[config.mk]
export PLATFORM = sky130hd
export DESIGN_NAME = ir90_front
export DESIGN_NICKNAME = d
export VERILOG_FILES = /design/src/rtl/assert_macros.svh /design/src/rtl/ir90_pkg.sv /design/src/rtl/ir90_front.sv
export SDC_FILE = /design/constraint.sdc
export NUM_CORES = 1
export LEC_CHECK = 0
export ABC_AREA = 1
export BUFFER_PORTS_ARGS = -buffer_cell sky130_fd_sc_hd__buf_2
export CAP_MARGIN = 20
export CORE_UTILIZATION = 52
export DETAILED_ROUTE_END_ITERATION = 16
export PLACE_DENSITY = 0.79
export SLEW_MARGIN = 20
export SYNTH_ARGS = -nofsm -noshare
export SYNTH_HDL_FRONTEND = slang
export SYNTH_SLANG_ARGS = --single-unit
[constraint.sdc]
create_clock -name clock -period 2.9 [get_ports clock]
set_input_delay 0 -clock clock [delete_from_list [all_inputs] [get_ports clock]]
set_output_delay 0 -clock clock [all_outputs]
set_load 0.01 [all_outputs]
[src/rtl/assert_macros.svh]
// Assertion macros shared by the rotator RTL.
// Defining NO_ASSERTIONS turns every check into an empty statement.
`ifndef ASSERT_MACROS_SVH
`define ASSERT_MACROS_SVH

`ifndef NO_ASSERTIONS

// Checks a property on every rising clock edge outside reset.
`define ASSERT_PROP(label, clk, rst, prop, msg) \
   label: assert property (@(posedge clk) disable iff (rst) prop) else $error(msg);

// Checks that a condition never holds outside reset.
`define ASSERT_NEVER(label, clk, rst, cond, msg) \
   label: assert property (@(posedge clk) disable iff (rst) !(cond)) else $error(msg);

`else

`define ASSERT_PROP(label, clk, rst, prop, msg)
`define ASSERT_NEVER(label, clk, rst, cond, msg)

`endif

`endif

[src/rtl/ir90_pkg.sv]
// Shared types and constants of the 90-degree image rotator.
// Used by ir90_front, ir90_back and image_rotate_90_top; depends on nothing.
`timescale 1ns / 1ps

package ir90_pkg;

   // Default largest image side, in pixels.
   localparam int DEFAULT_MAX_SIDE = 256;

   // Widths fixed by the channel formats.
   localparam int PIXEL_W    = 32;
   localparam int RSP_DATA_W = 48;
   localparam int CFG_W      = 9;
   localparam int CSR_IDX_W  = 2;

   // Depth of the request queue between front and back.
   localparam int QUEUE_DEPTH = 2;

   // Configuration register indexes.
   localparam logic [CSR_IDX_W-1:0] CSR_SOURCE_WIDTH  = 2'd0;
   localparam logic [CSR_IDX_W-1:0] CSR_SOURCE_HEIGHT = 2'd1;
   localparam logic [CSR_IDX_W-1:0] CSR_ALPHA_EN      = 2'd2;
   localparam logic [CSR_IDX_W-1:0] CSR_ROTATE_CCW    = 2'd3;

   // Configuration reset values.
   localparam logic [CFG_W-1:0] CFG_SIDE_RESET = 9'd256;

   // Kind of request.
   typedef enum logic {
      OP_LOAD  = 1'b0,
      OP_FETCH = 1'b1
   } item_op_type;

   // One classified request as held in the queue.
   typedef struct packed {
      item_op_type        op;
      logic [PIXEL_W-1:0] pixel;
   } queue_item_type;

   // Sequencer of the back part.
   typedef enum logic [1:0] {
      BK_IDLE,
      BK_ADDR,
      BK_READ,
      BK_OUT
   } back_state_type;

endpackage

[src/rtl/ir90_front.sv]
// Front part of the rotator: accepts requests, classifies them as load or fetch
// and holds them in a short queue for the back part. Depends on ir90_pkg.
`timescale 1ns / 1ps

module ir90_front (
   input  logic                          clock,
   input  logic                          reset,
   input  logic                          req_tvalid,
   output logic                          req_tready,
   input  logic [ir90_pkg::PIXEL_W-1:0]  req_tdata,   // red, green, blue, alpha
   input  logic                          req_tuser,   // mode
   output logic                          q_valid,
   output ir90_pkg::queue_item_type      q_item,
   input  logic                          q_pop
);

   localparam int DEPTH = ir90_pkg::QUEUE_DEPTH;
   localparam int PTR_W = (DEPTH > 1) ? $clog2(DEPTH) : 1;
   localparam int CNT_W = $clog2(DEPTH + 1);

   ir90_pkg::queue_item_type entry_ff [DEPTH];
   logic [PTR_W-1:0] wr_ptr_ff, wr_ptr_in;
   logic [PTR_W-1:0] rd_ptr_ff, rd_ptr_in;
   logic [CNT_W-1:0] count_ff, count_in;
   logic             push;
   logic             pop;
   ir90_pkg::queue_item_type new_item;

   // Classify the incoming request.
   always_comb begin
      new_item.op    = req_tuser ? ir90_pkg::OP_FETCH : ir90_pkg::OP_LOAD;
      new_item.pixel = req_tdata;
   end

   assign req_tready = (count_ff != CNT_W'(DEPTH));
   assign push       = req_tvalid & req_tready;
   assign q_valid    = (count_ff != '0);
   assign pop        = q_pop & q_valid;
   assign q_item     = entry_ff[rd_ptr_ff];

   // Pointer and fill count updates.
   always_comb begin
      wr_ptr_in = wr_ptr_ff;
      rd_ptr_in = rd_ptr_ff;
      count_in  = count_ff;
      if (push) begin
         wr_ptr_in = (wr_ptr_ff == PTR_W'(DEPTH - 1)) ? '0 : wr_ptr_ff + 1'b1;
      end
      if (pop) begin
         rd_ptr_in = (rd_ptr_ff == PTR_W'(DEPTH - 1)) ? '0 : rd_ptr_ff + 1'b1;
      end
      if (push && !pop) begin
         count_in = count_ff + 1'b1;
      end else if (pop && !push) begin
         count_in = count_ff - 1'b1;
      end
   end

   always_ff @(posedge clock) begin
      if (reset) begin
         wr_ptr_ff <= '0;
         rd_ptr_ff <= '0;
         count_ff  <= '0;
      end else begin
         wr_ptr_ff <= wr_ptr_in;
         rd_ptr_ff <= rd_ptr_in;
         count_ff  <= count_in;
      end
   end

   // Queue storage; payload only, no reset.
   always_ff @(posedge clock) begin
      if (push) begin
         entry_ff[wr_ptr_ff] <= new_item;
      end
   end

endmodule

==> results of run 1 <==
[power by group]
group	switching (mW)	internal, mW	leakage, nW
Clock	0.341	0.417	0.100
Sequential	0.0883	1.30	0.657
Combinational	0.350	0.393	0.754
Total	0.780	2.11	1.51
[metrics by stage]
stage               instance area (um2)  worst slack (ns)  hold WS [ns]  cells  utilization, %
CTS                                3720            0.8984        0.1680    330           72.37
global route                       3720            0.8451        0.2314    330           72.37
detailed placement                 3179             1.070        0.1908    279           61.85
global placement                   3179             1.161        0.1895    279           61.85
finish                             3720            0.9332        0.1814    330           72.37
floorplan                          2776            0.4702       0.09887    140               -
[cell usage after synthesis]
library cell and instances:
edfxtp_1 66, mux2_4 30, nand2_1 9, inv_1 8, nor2_1 7, dfxtp_1 5
buf_12 3, mux2_2 3, a21oi_1 2, nand3_1 2, o21ai_0 2, buf_6 1
ha_1 1, nand4_1 1
[worst max path at each step]
stage,end,cells past startpoint
3_5_place_dp,entry_ff[0][24]$_DFFE_PP_,4
5_1_grt,q_item[21],3
3_3_place_gp,entry_ff[0][27]$_DFFE_PP_,4
4_1_cts,q_item[14],3
6_report,q_item[19],3
2_1_floorplan,entry_ff[0][0]$_DFFE_PP_,4
[kinds of logic (layout without fill, tap and decap cells)]
| group | count (synthesis) | in the layout | share of synthesized area (%) |
|---|---|---|---|
| flip-flops | 71 | 71 | 74.99 |
| multiplexers | 33 | 33 | 17.44 |
| AND/OR/NAND/NOR | 19 | 19 | 2.749 |
| buffers and inverters | 12 | 132 | 3.650 |
| AO/OA/AOI/OAI | 4 | 4 | 0.7211 |
| adder cells (fa/ha/maj) | 1 | 1 | 0.4506 |
[worst register-to-register path, delay by kind of cell (launching register included)]
kind | cells | cell delay [ns]
AND/OR/NAND/NOR | 3 | 1.02
flip-flops | 1 | 0.33
buffers and inverters | 1 | 0.09
[cell type report]
cell class	count	area (um2)
clock buffer	12	145.1
inverter	8	30.03
timing repair buffer	108	720.7
clock inverter	4	45.04
multi-input combinational	57	608.1
fill	343	1420
tap	70	87.58
sequential	71	2083
[per-layer routing]
| metal | GRT usage, % | routed length (um) |
|---|---|---|
| met5 | 0 | 0 |
| met1 | 20.46 | 1965 |
| met4 | 8.176 | 71 |
| met3 | 4.819 | 177 |
| met2 | 31.73 | 2533 |
[repair_timing]
item | 4_1_cts | 5_1_grt
hold endpoints to repair | 71 | 0
buffers inserted | 0 | 0
hold buffers | 35 | 0
[registers in the layout, indices dropped and copies added, names as in the netlist, named ones only]
signal,flops
wr_ptr_ff,1
rd_ptr_ff,1
entry_ff,66
count_ff,2
==> flow_metrics.tcl, run 1 <==
set metrics [dict create \
    status "complete, no violations" \
    cp.arrival_ns 1.97 \
    antenna_found_initial 0 \
    reg2reg_to "entry_ff[0][9]$_DFFE_PP_" \
    grtUsageTotal_pct 17.97 \
    hold_class "input pin to register" \
    ys_seq_elements 71 \
    synth_nets 178 \
    syn2layout_area_growth_pct 33.98 \
    rr_worst_depth 4 \
    cpLargestDelayFamily "flip-flops" \
    crit_type "register to output pin" \
    fmax_mhz 508.5 \
    final-max-slew-violation-count 0 \
    synth_area_leaders "edfxtp_1 (71%), mux2_4 (16%), dfxtp_1 (3.6%)" \
    core_area_um2 5140 \
    ys_types 14 \
    cpPeakStageDelay_ns 0.80 \
    worst-path-buf-inv 2 \
    detail_route.vias_per_cell 4.691 \
    mostFrequentLayoutCells "buf_2 (71), edfxtp_1 (66), dlygate4sd3_1 (35)" \
    nets 293 \
    hold_viol_final 0 \
    rsz0062_at_grt "no" \
    pin_count 72 \
    dr.first_iter.drc_count 70 \
    htree_levels 3 \
    gp_congestion 0.7122 \
    period_needed_ns 1.967 \
    drtPass1Iterations 4 \
    overflow 0 \
    insertion_delay_ns 0.33 \
    io_buffer_count 71 \
    setup_tns_ns 0 \
    die_height_um 75.07 \
    setup_viol 0 \
    cp_cell_sequence "buf_4 -> mux2_4 -> buf_2" \
    startpoint_type "register" \
    p_leak_nw 1.512 \
    path_clk_slew_ns 0.06 \
    vias 1548 \
    wirelength_um 4748 \
    crit_required_ns 2.90 \
    ys_warn_count 0 \
    min_to "wr_ptr_ff$_SDFFE_PP0P_" \
    whs_path_depth 5 \
    ir_drop_mv 0.4920 \
    wl_per_cell_um 14.39 \
    power_mw 2.889 \
    syn-cell-area_um2 2776 \
    dpl.hpwl_um 2774 \
    worst_path_max_delay_cell "dfxtp_2" \
    reg2reg_slack_ns 1.06 \
    worstMarginPinSlew_ns 0.9588 \
    synth_top_cell_by_area "edfxtp_1" \
    yosysTopAreaCellShare_pct 71.38 \
    grt_pass1_wl_um 7058 \
    rr_startpoint "count_ff[0]$_SDFFE_PP0P_" \
    powerDensity_nw_per_um2 776.7 \
    end_kind "output pin" \
    cts_num_sinks 71 \
    ant_nets 0 \
    hold_start "req_tvalid" \
    syn_area_per_cell_um2 19.83 \
    dieArea_um2 5636 \
    drive_gt1_share_pct 47.31 \
    fp-row-count 26 \
    cts-resized-gates 0 \
    period_share_pct 67.82 \
    numCtsBuffers 9 \
    path_max_fanout 23 \
    clockBufferDepth 2 \
    num_antenna_cells 0 \
    chipWidth_um 75.07 \
    synthCells 140 \
    start_util_pct 54.02 \
    timing.slew.headroom_pct 35.93 \
    tritoncts "built" \
    grt_pass1_vias 1538 \
    seq_area_frac_synth_pct 74.99 \
    layout_commonest_cell "buf_2" \
    cts-root-buf "clkbuf_8" \
    finalClockSkew_ns 0.007677 \
    drc_errors 0 \
    drv_cap 0 \
    grt_max_degree 34 \
]
Note: power is estimated with default switching activity, not from simulation.
==> run 2, diff against run 1 <==
- CORE_UTILIZATION: 52 -> 47
- PLACE_DENSITY: 0.79 -> 0.75
- clock period: 2.9 -> 1.6 ns (I/O delays scaled with it)
==> run 2 against run 1 <==
Net effect:
- hold slack lost 0.12 ns
- sequential power grew 78%
- clock skew shrank 0.0013 ns
- die area grew 10%
- cell area grew 1.0%
- clock-buffer cell count shrank 2
- combinational power grew 100%
- power grew 76%
- register-to-register slack lost 0.81 ns
- largest cell class unchanged
==> flow_metrics.tcl, run 2 (synthesized netlist as in run 1, its figures left out) <==
set metrics [dict create \
    startpoint_type "register" \
    dpl.hpwl_um 3048 \
    pin_count 72 \
    numCtsBuffers 9 \
    tritoncts "built" \
    crit_type "register to output pin" \
    vias 1564 \
    crit_required_ns 1.60 \
    detail_route.vias_per_cell 4.641 \
    fmax_mhz 683.1 \
    num_antenna_cells 0 \
    path_clk_slew_ns 0.06 \
    utilization_pct 67.02 \
    cp_cell_sequence "buf_12 -> mux2_4 -> buf_2" \
    worst-path-buf-inv 2 \
    ant_nets 0 \
    setup_viol 0 \
    period_needed_ns 1.464 \
    p_leak_nw 1.528 \
    dpl.cell_count 287 \
    worstMarginPinSlew_ns 0.2112 \
    reg.largest.list "entry_ff: 66 flops, count_ff: 2 flops" \
    grt_max_degree 34 \
    rsz0062_at_grt "no" \
    drc_errors 0 \
    antenna_found_initial 0 \
    die_height_um 78.86 \
    powerDensity_nw_per_um2 1351 \
    hold_class "input pin to register" \
    clockBufferDepth 2 \
    stdcell_count 337 \
    final-max-slew-violation-count 0 \
    cpPeakStageDelay_ns 0.47 \
    timing.slew.headroom_pct 85.92 \
    syn2layout_area_growth_pct 35.38 \
    fp-row-count 27 \
    drive_gt1_share_pct 48.30 \
    io_buffer_count 71 \
    status "complete, no violations" \
    finalClockSkew_ns 0.006368 \
    mostFrequentLayoutCells "buf_2 (71), edfxtp_1 (66), dlygate4sd3_1 (35)" \
    power_mw 5.079 \
    layout_commonest_cell "buf_2" \
    start_util_pct 49.51 \
    overflow 0 \
    end_kind "output pin" \
    dr.first_iter.drc_count 68 \
    nets 299 \
    cp.arrival_ns 1.46 \
    grtUsageTotal_pct 15.98 \
    gp_congestion 0.7218 \
    htree_levels 3 \
    dieArea_um2 6219 \
    drv_cap 0 \
    dpl-instance-area_um2 3252 \
    cts_num_sinks 71 \
    chipWidth_um 78.86 \
    grt_pass1_vias 1544 \
    grt_pass1_wl_um 7065 \
    period_share_pct 91.49 \
    reg2reg_slack_ns 0.25 \
    fin_area_um2 3759 \
    path_max_fanout 16 \
    wirelength_um 4675 \
    drtPass1Iterations 4 \
    cts_setup_buffers 0 \
    core_area_um2 5608 \
    worst_path_max_delay_cell "dfxtp_4" \
    hold_viol_final 0 \
    wl_per_cell_um 13.87 \
    hold_ws_ns 0.06335 \
    regMostFlops "entry_ff" \
    largest_reg_flops 66 \
    cts-root-buf "clkbuf_8" \
    insertion_delay_ns 0.32 \
    ir_drop_mv 0.8315 \
    cpLargestDelayFamily "flip-flops" \
]
## run 2: cell types whose count changed in the layout (fill, tap and decap cells not counted)
cell / change
dfxtp_4: +1
clkinvlp_4: +1
bufinv_16: -1
clkbuf_1: -1
buf_12: +2
clkbuf_8: -1
buf_4: +4
clkinv_1: +1
dfxtp_2: -1
## run 2: metal layers
metal  track usage (%)  vias up  routed length (um)
met5                 0        -                   0
met4             8.182        0                  65
met3             4.368        5                 180
met2             29.57       42                2548
met1             16.38      752                1880
li1                  -      765                   -
## run 2: worst paths after layout
kind | from | to | cells past startpoint
max reg2reg | count_ff[0]$_SDFFE_PP0P_ | count_ff[1]$_SDFFE_PP0P_ | 10
min | req_tvalid | wr_ptr_ff$_SDFFE_PP0P_ | 5
min reg2reg | rd_ptr_ff$_SDFFE_PP0P_ | rd_ptr_ff$_SDFFE_PP0P_ | 2
max | register | q_item[32] | 3
## run 2: through the flow
stage	TNS, ns	setup slack [ns]
after detailed placement	0	0.2730
final	0	0.1361
after global placement	0	0.3067
after CTS	0	0.1064
after floorplan	-19.95	-0.3023
after global routing	0	0.07299
## run 2: power breakdown
group          total, mW  switching [mW]  internal, mW
clock               1.12           0.579         0.540
sequential          2.47           0.115          2.35
combinational       1.49           0.705         0.788
## run 2: area by class of cell
class | instances | area (um2)
Inverter | 8 | 30.03
Fill cell | 399 | 1849
Timing Repair Buffer | 114 | 790.8
Clock buffer | 10 | 127.6
Sequential cell | 71 | 2086
Tap cell | 72 | 90.09
Clock inverter | 5 | 26.28
Multi-Input combinational cell | 57 | 608.1
## run 2: worst reg2reg max path, cell delays in order (launching register included)
cell     delay (ns)
dfxtp_1        0.31
inv_1          0.11
nand2_1        0.08
nand2_1        0.08
inv_1          0.06
ha_1           0.32
inv_1          0.08
nand3_1        0.07
nand2_1        0.06
inv_1          0.04
nor2_1         0.08
## run 2: repair_timing
| action | CTS | global route |
|---|---|---|
| hold buffers | 35 | 0 |
| resized for setup | 1 | 0 |
| endpoints found under the setup margin | 1 | 0 |
| hold endpoints to repair | 71 | 0 |
==> run 3, diff against run 2 <==
==> constraint.sdc (replaced) <==
create_clock -name clock -period 1.6 [get_ports clock]
set_input_delay 0.16 -clock clock [delete_from_list [all_inputs] [get_ports clock]]
set_output_delay 0.16 -clock clock [all_outputs]
set_load 0.01 [all_outputs]
==> run 3 against run 2 <==
Net effect:
- cell count shrank 7.7%
- cell area down 5.7%
- combinational power about the same
- first-iteration DRC count shrank 19%
- sequential power about the same
- power grew 0.85%
- non-clock buffer count decreased by 27
- flip-flop and latch count is the same
- clock-buffer cell count stayed put
- maximum frequency is 4.5% lower
- critical path depth did not move
- die area unchanged
==> flow_metrics.tcl, run 3 (synthesized netlist as in run 1, its figures left out) <==
set metrics [dict create \
    status "complete, no violations" \
    final-max-slew-violation-count 0 \
    wl_per_cell_um 14.71 \
    reg.largest.list "entry_ff: 66 flops, count_ff: 2 flops" \
    grt_pass1_wl_um 6865 \
    dpl.cell_count 284 \
    num_antenna_cells 0 \
    timing.slew.headroom_pct 86.71 \
    cpPeakStageDelay_ns 0.38 \
    hold_class "input pin to register" \
    cpLargestDelayFamily "flip-flops" \
    startpoint_type "register" \
    clockBufferDepth 2 \
    cp.arrival_ns 1.37 \
    syn2layout_area_growth_pct 27.67 \
    worstMarginPinSlew_ns 0.1994 \
    grt_pass1_vias 1540 \
    dpl-instance-area_um2 3242 \
    worst-path-buf-inv 2 \
    gp_congestion 0.6691 \
    largest_reg_flops 66 \
    powerDensity_nw_per_um2 1445 \
    worst_path_max_delay_cell "dfxtp_4" \
    fmax_mhz 652.1 \
    hold_viol_final 0 \
    core_area_um2 5608 \
    die_height_um 78.86 \
    ant_nets 0 \
    tritoncts "built" \
    p_leak_nw 1.426 \
    cts_num_sinks 71 \
    mostFrequentLayoutCells "buf_2 (71), edfxtp_1 (66), mux2_4 (30)" \
    crit_required_ns 1.44 \
    utilization_pct 63.21 \
    path_clk_slew_ns 0.07 \
    drive_gt1_share_pct 53.97 \
    power_mw 5.123 \
    drv_cap 0 \
    fillCellCount 468 \
    antenna_found_initial 0 \
    period_share_pct 95.85 \
    path_max_fanout 17 \
    cp_cell_sequence "buf_12 -> mux2_2 -> buf_2" \
    stdcell_count 311 \
    rsz0062_at_grt "no" \
    ir_drop_mv 0.8070 \
    chipWidth_um 78.86 \
    cts-root-buf "clkbuf_8" \
    overflow 0 \
    detail_route.vias_per_cell 4.772 \
    fp-row-count 27 \
    nets 272 \
    end_kind "output pin" \
    grtUsageTotal_pct 15.42 \
    start_util_pct 49.51 \
    io_buffer_count 71 \
    insertion_delay_ns 0.33 \
    dieArea_um2 6219 \
    vias 1484 \
    dr.first_iter.drc_count 55 \
    fin_area_um2 3545 \
    dpl.hpwl_um 2910 \
    htree_levels 3 \
    grt_max_degree 34 \
    regMostFlops "entry_ff" \
    layout_commonest_cell "buf_2" \
    finalClockSkew_ns 0.008156 \
    drtPass1Iterations 4 \
    period_needed_ns 1.534 \
    wirelength_um 4574 \
    crit_type "register to output pin" \
    drc_errors 0 \
    pin_count 72 \
    setup_viol 0 \
    numCtsBuffers 9 \
]
run 3: cell count changes in the layout (fill, tap and decap cells not counted), sizes merged:
cell         before  now
dlygate4sd3      35   10
clkinvlp          1    2
buf              79   76
clkbuf           10   11
run 3: metrics by stage:
stage	setup TNS [ns]	hold WS, ns	worst slack, ns
after floorplan	-19.95	0.2589	-0.3023
after global placement	0	0.3476	0.1771
after detailed placement	0	0.3510	0.02316
after CTS	-0.07625	0.00004197	-0.02702
after global routing	0	0.001810	0.0005487
final	0	0.01616	0.06644
run 3: area by class of cell:
| type | count | area (um2) | share of cell area, % |
|---|---|---|---|
| Tap cell | 72 | 90.09 | 2.541 |
| Multi-Input combinational cell | 57 | 618.1 | 17.44 |
| Inverter | 8 | 30.03 | 0.8472 |
| Timing Repair Buffer | 87 | 555.5 | 15.67 |
| Sequential cell | 71 | 2086 | 58.84 |
| Clock buffer | 10 | 127.6 | 3.600 |
| Clock inverter | 6 | 37.54 | 1.059 |
run 3: metal layers:
metal / vias up / track usage, % / wire length [um]
met1: 717 / 16.07 / 1830
met2: 43 / 27.65 / 2469
met4: 0 / 11.27 / 126
met5: - / 0 / 0
li1: 714 / - / -
met3: 10 / 2.874 / 148
run 3: path summary, 6_finish.rpt:
| path | startpoint | endpoint | slack, ns | depth (start not counted) |
|---|---|---|---|---|
| worst max-delay path | register | q_item[17] | 0.07 | 3 |
| worst min-delay path | req_tdata[18] | entry_ff[1][18]$_DFFE_PP_ | 0.02 | 1 |
| worst max register to register | count_ff[0]$_SDFFE_PP0P_ | count_ff[1]$_SDFFE_PP0P_ | 0.13 | 10 |
| worst min register to register | rd_ptr_ff$_SDFFE_PP0P_ | register | 0.52 | 2 |
run 3: timing repair:
item,CTS,global route
gates cloned,0,1
gates resized for setup,0,4
endpoints found under the hold margin,19,0
hold buffers,10,0
setup endpoints to repair,3,29
setup buffers,0,0
run 3: power breakdown:
| group | total, mW | internal, mW | switching [mW] |
|---|---|---|---|
| logic | 1.51 | 0.773 | 0.732 |
| registers | 2.44 | 2.35 | 0.0898 |
| clock network | 1.18 | 0.554 | 0.622 |
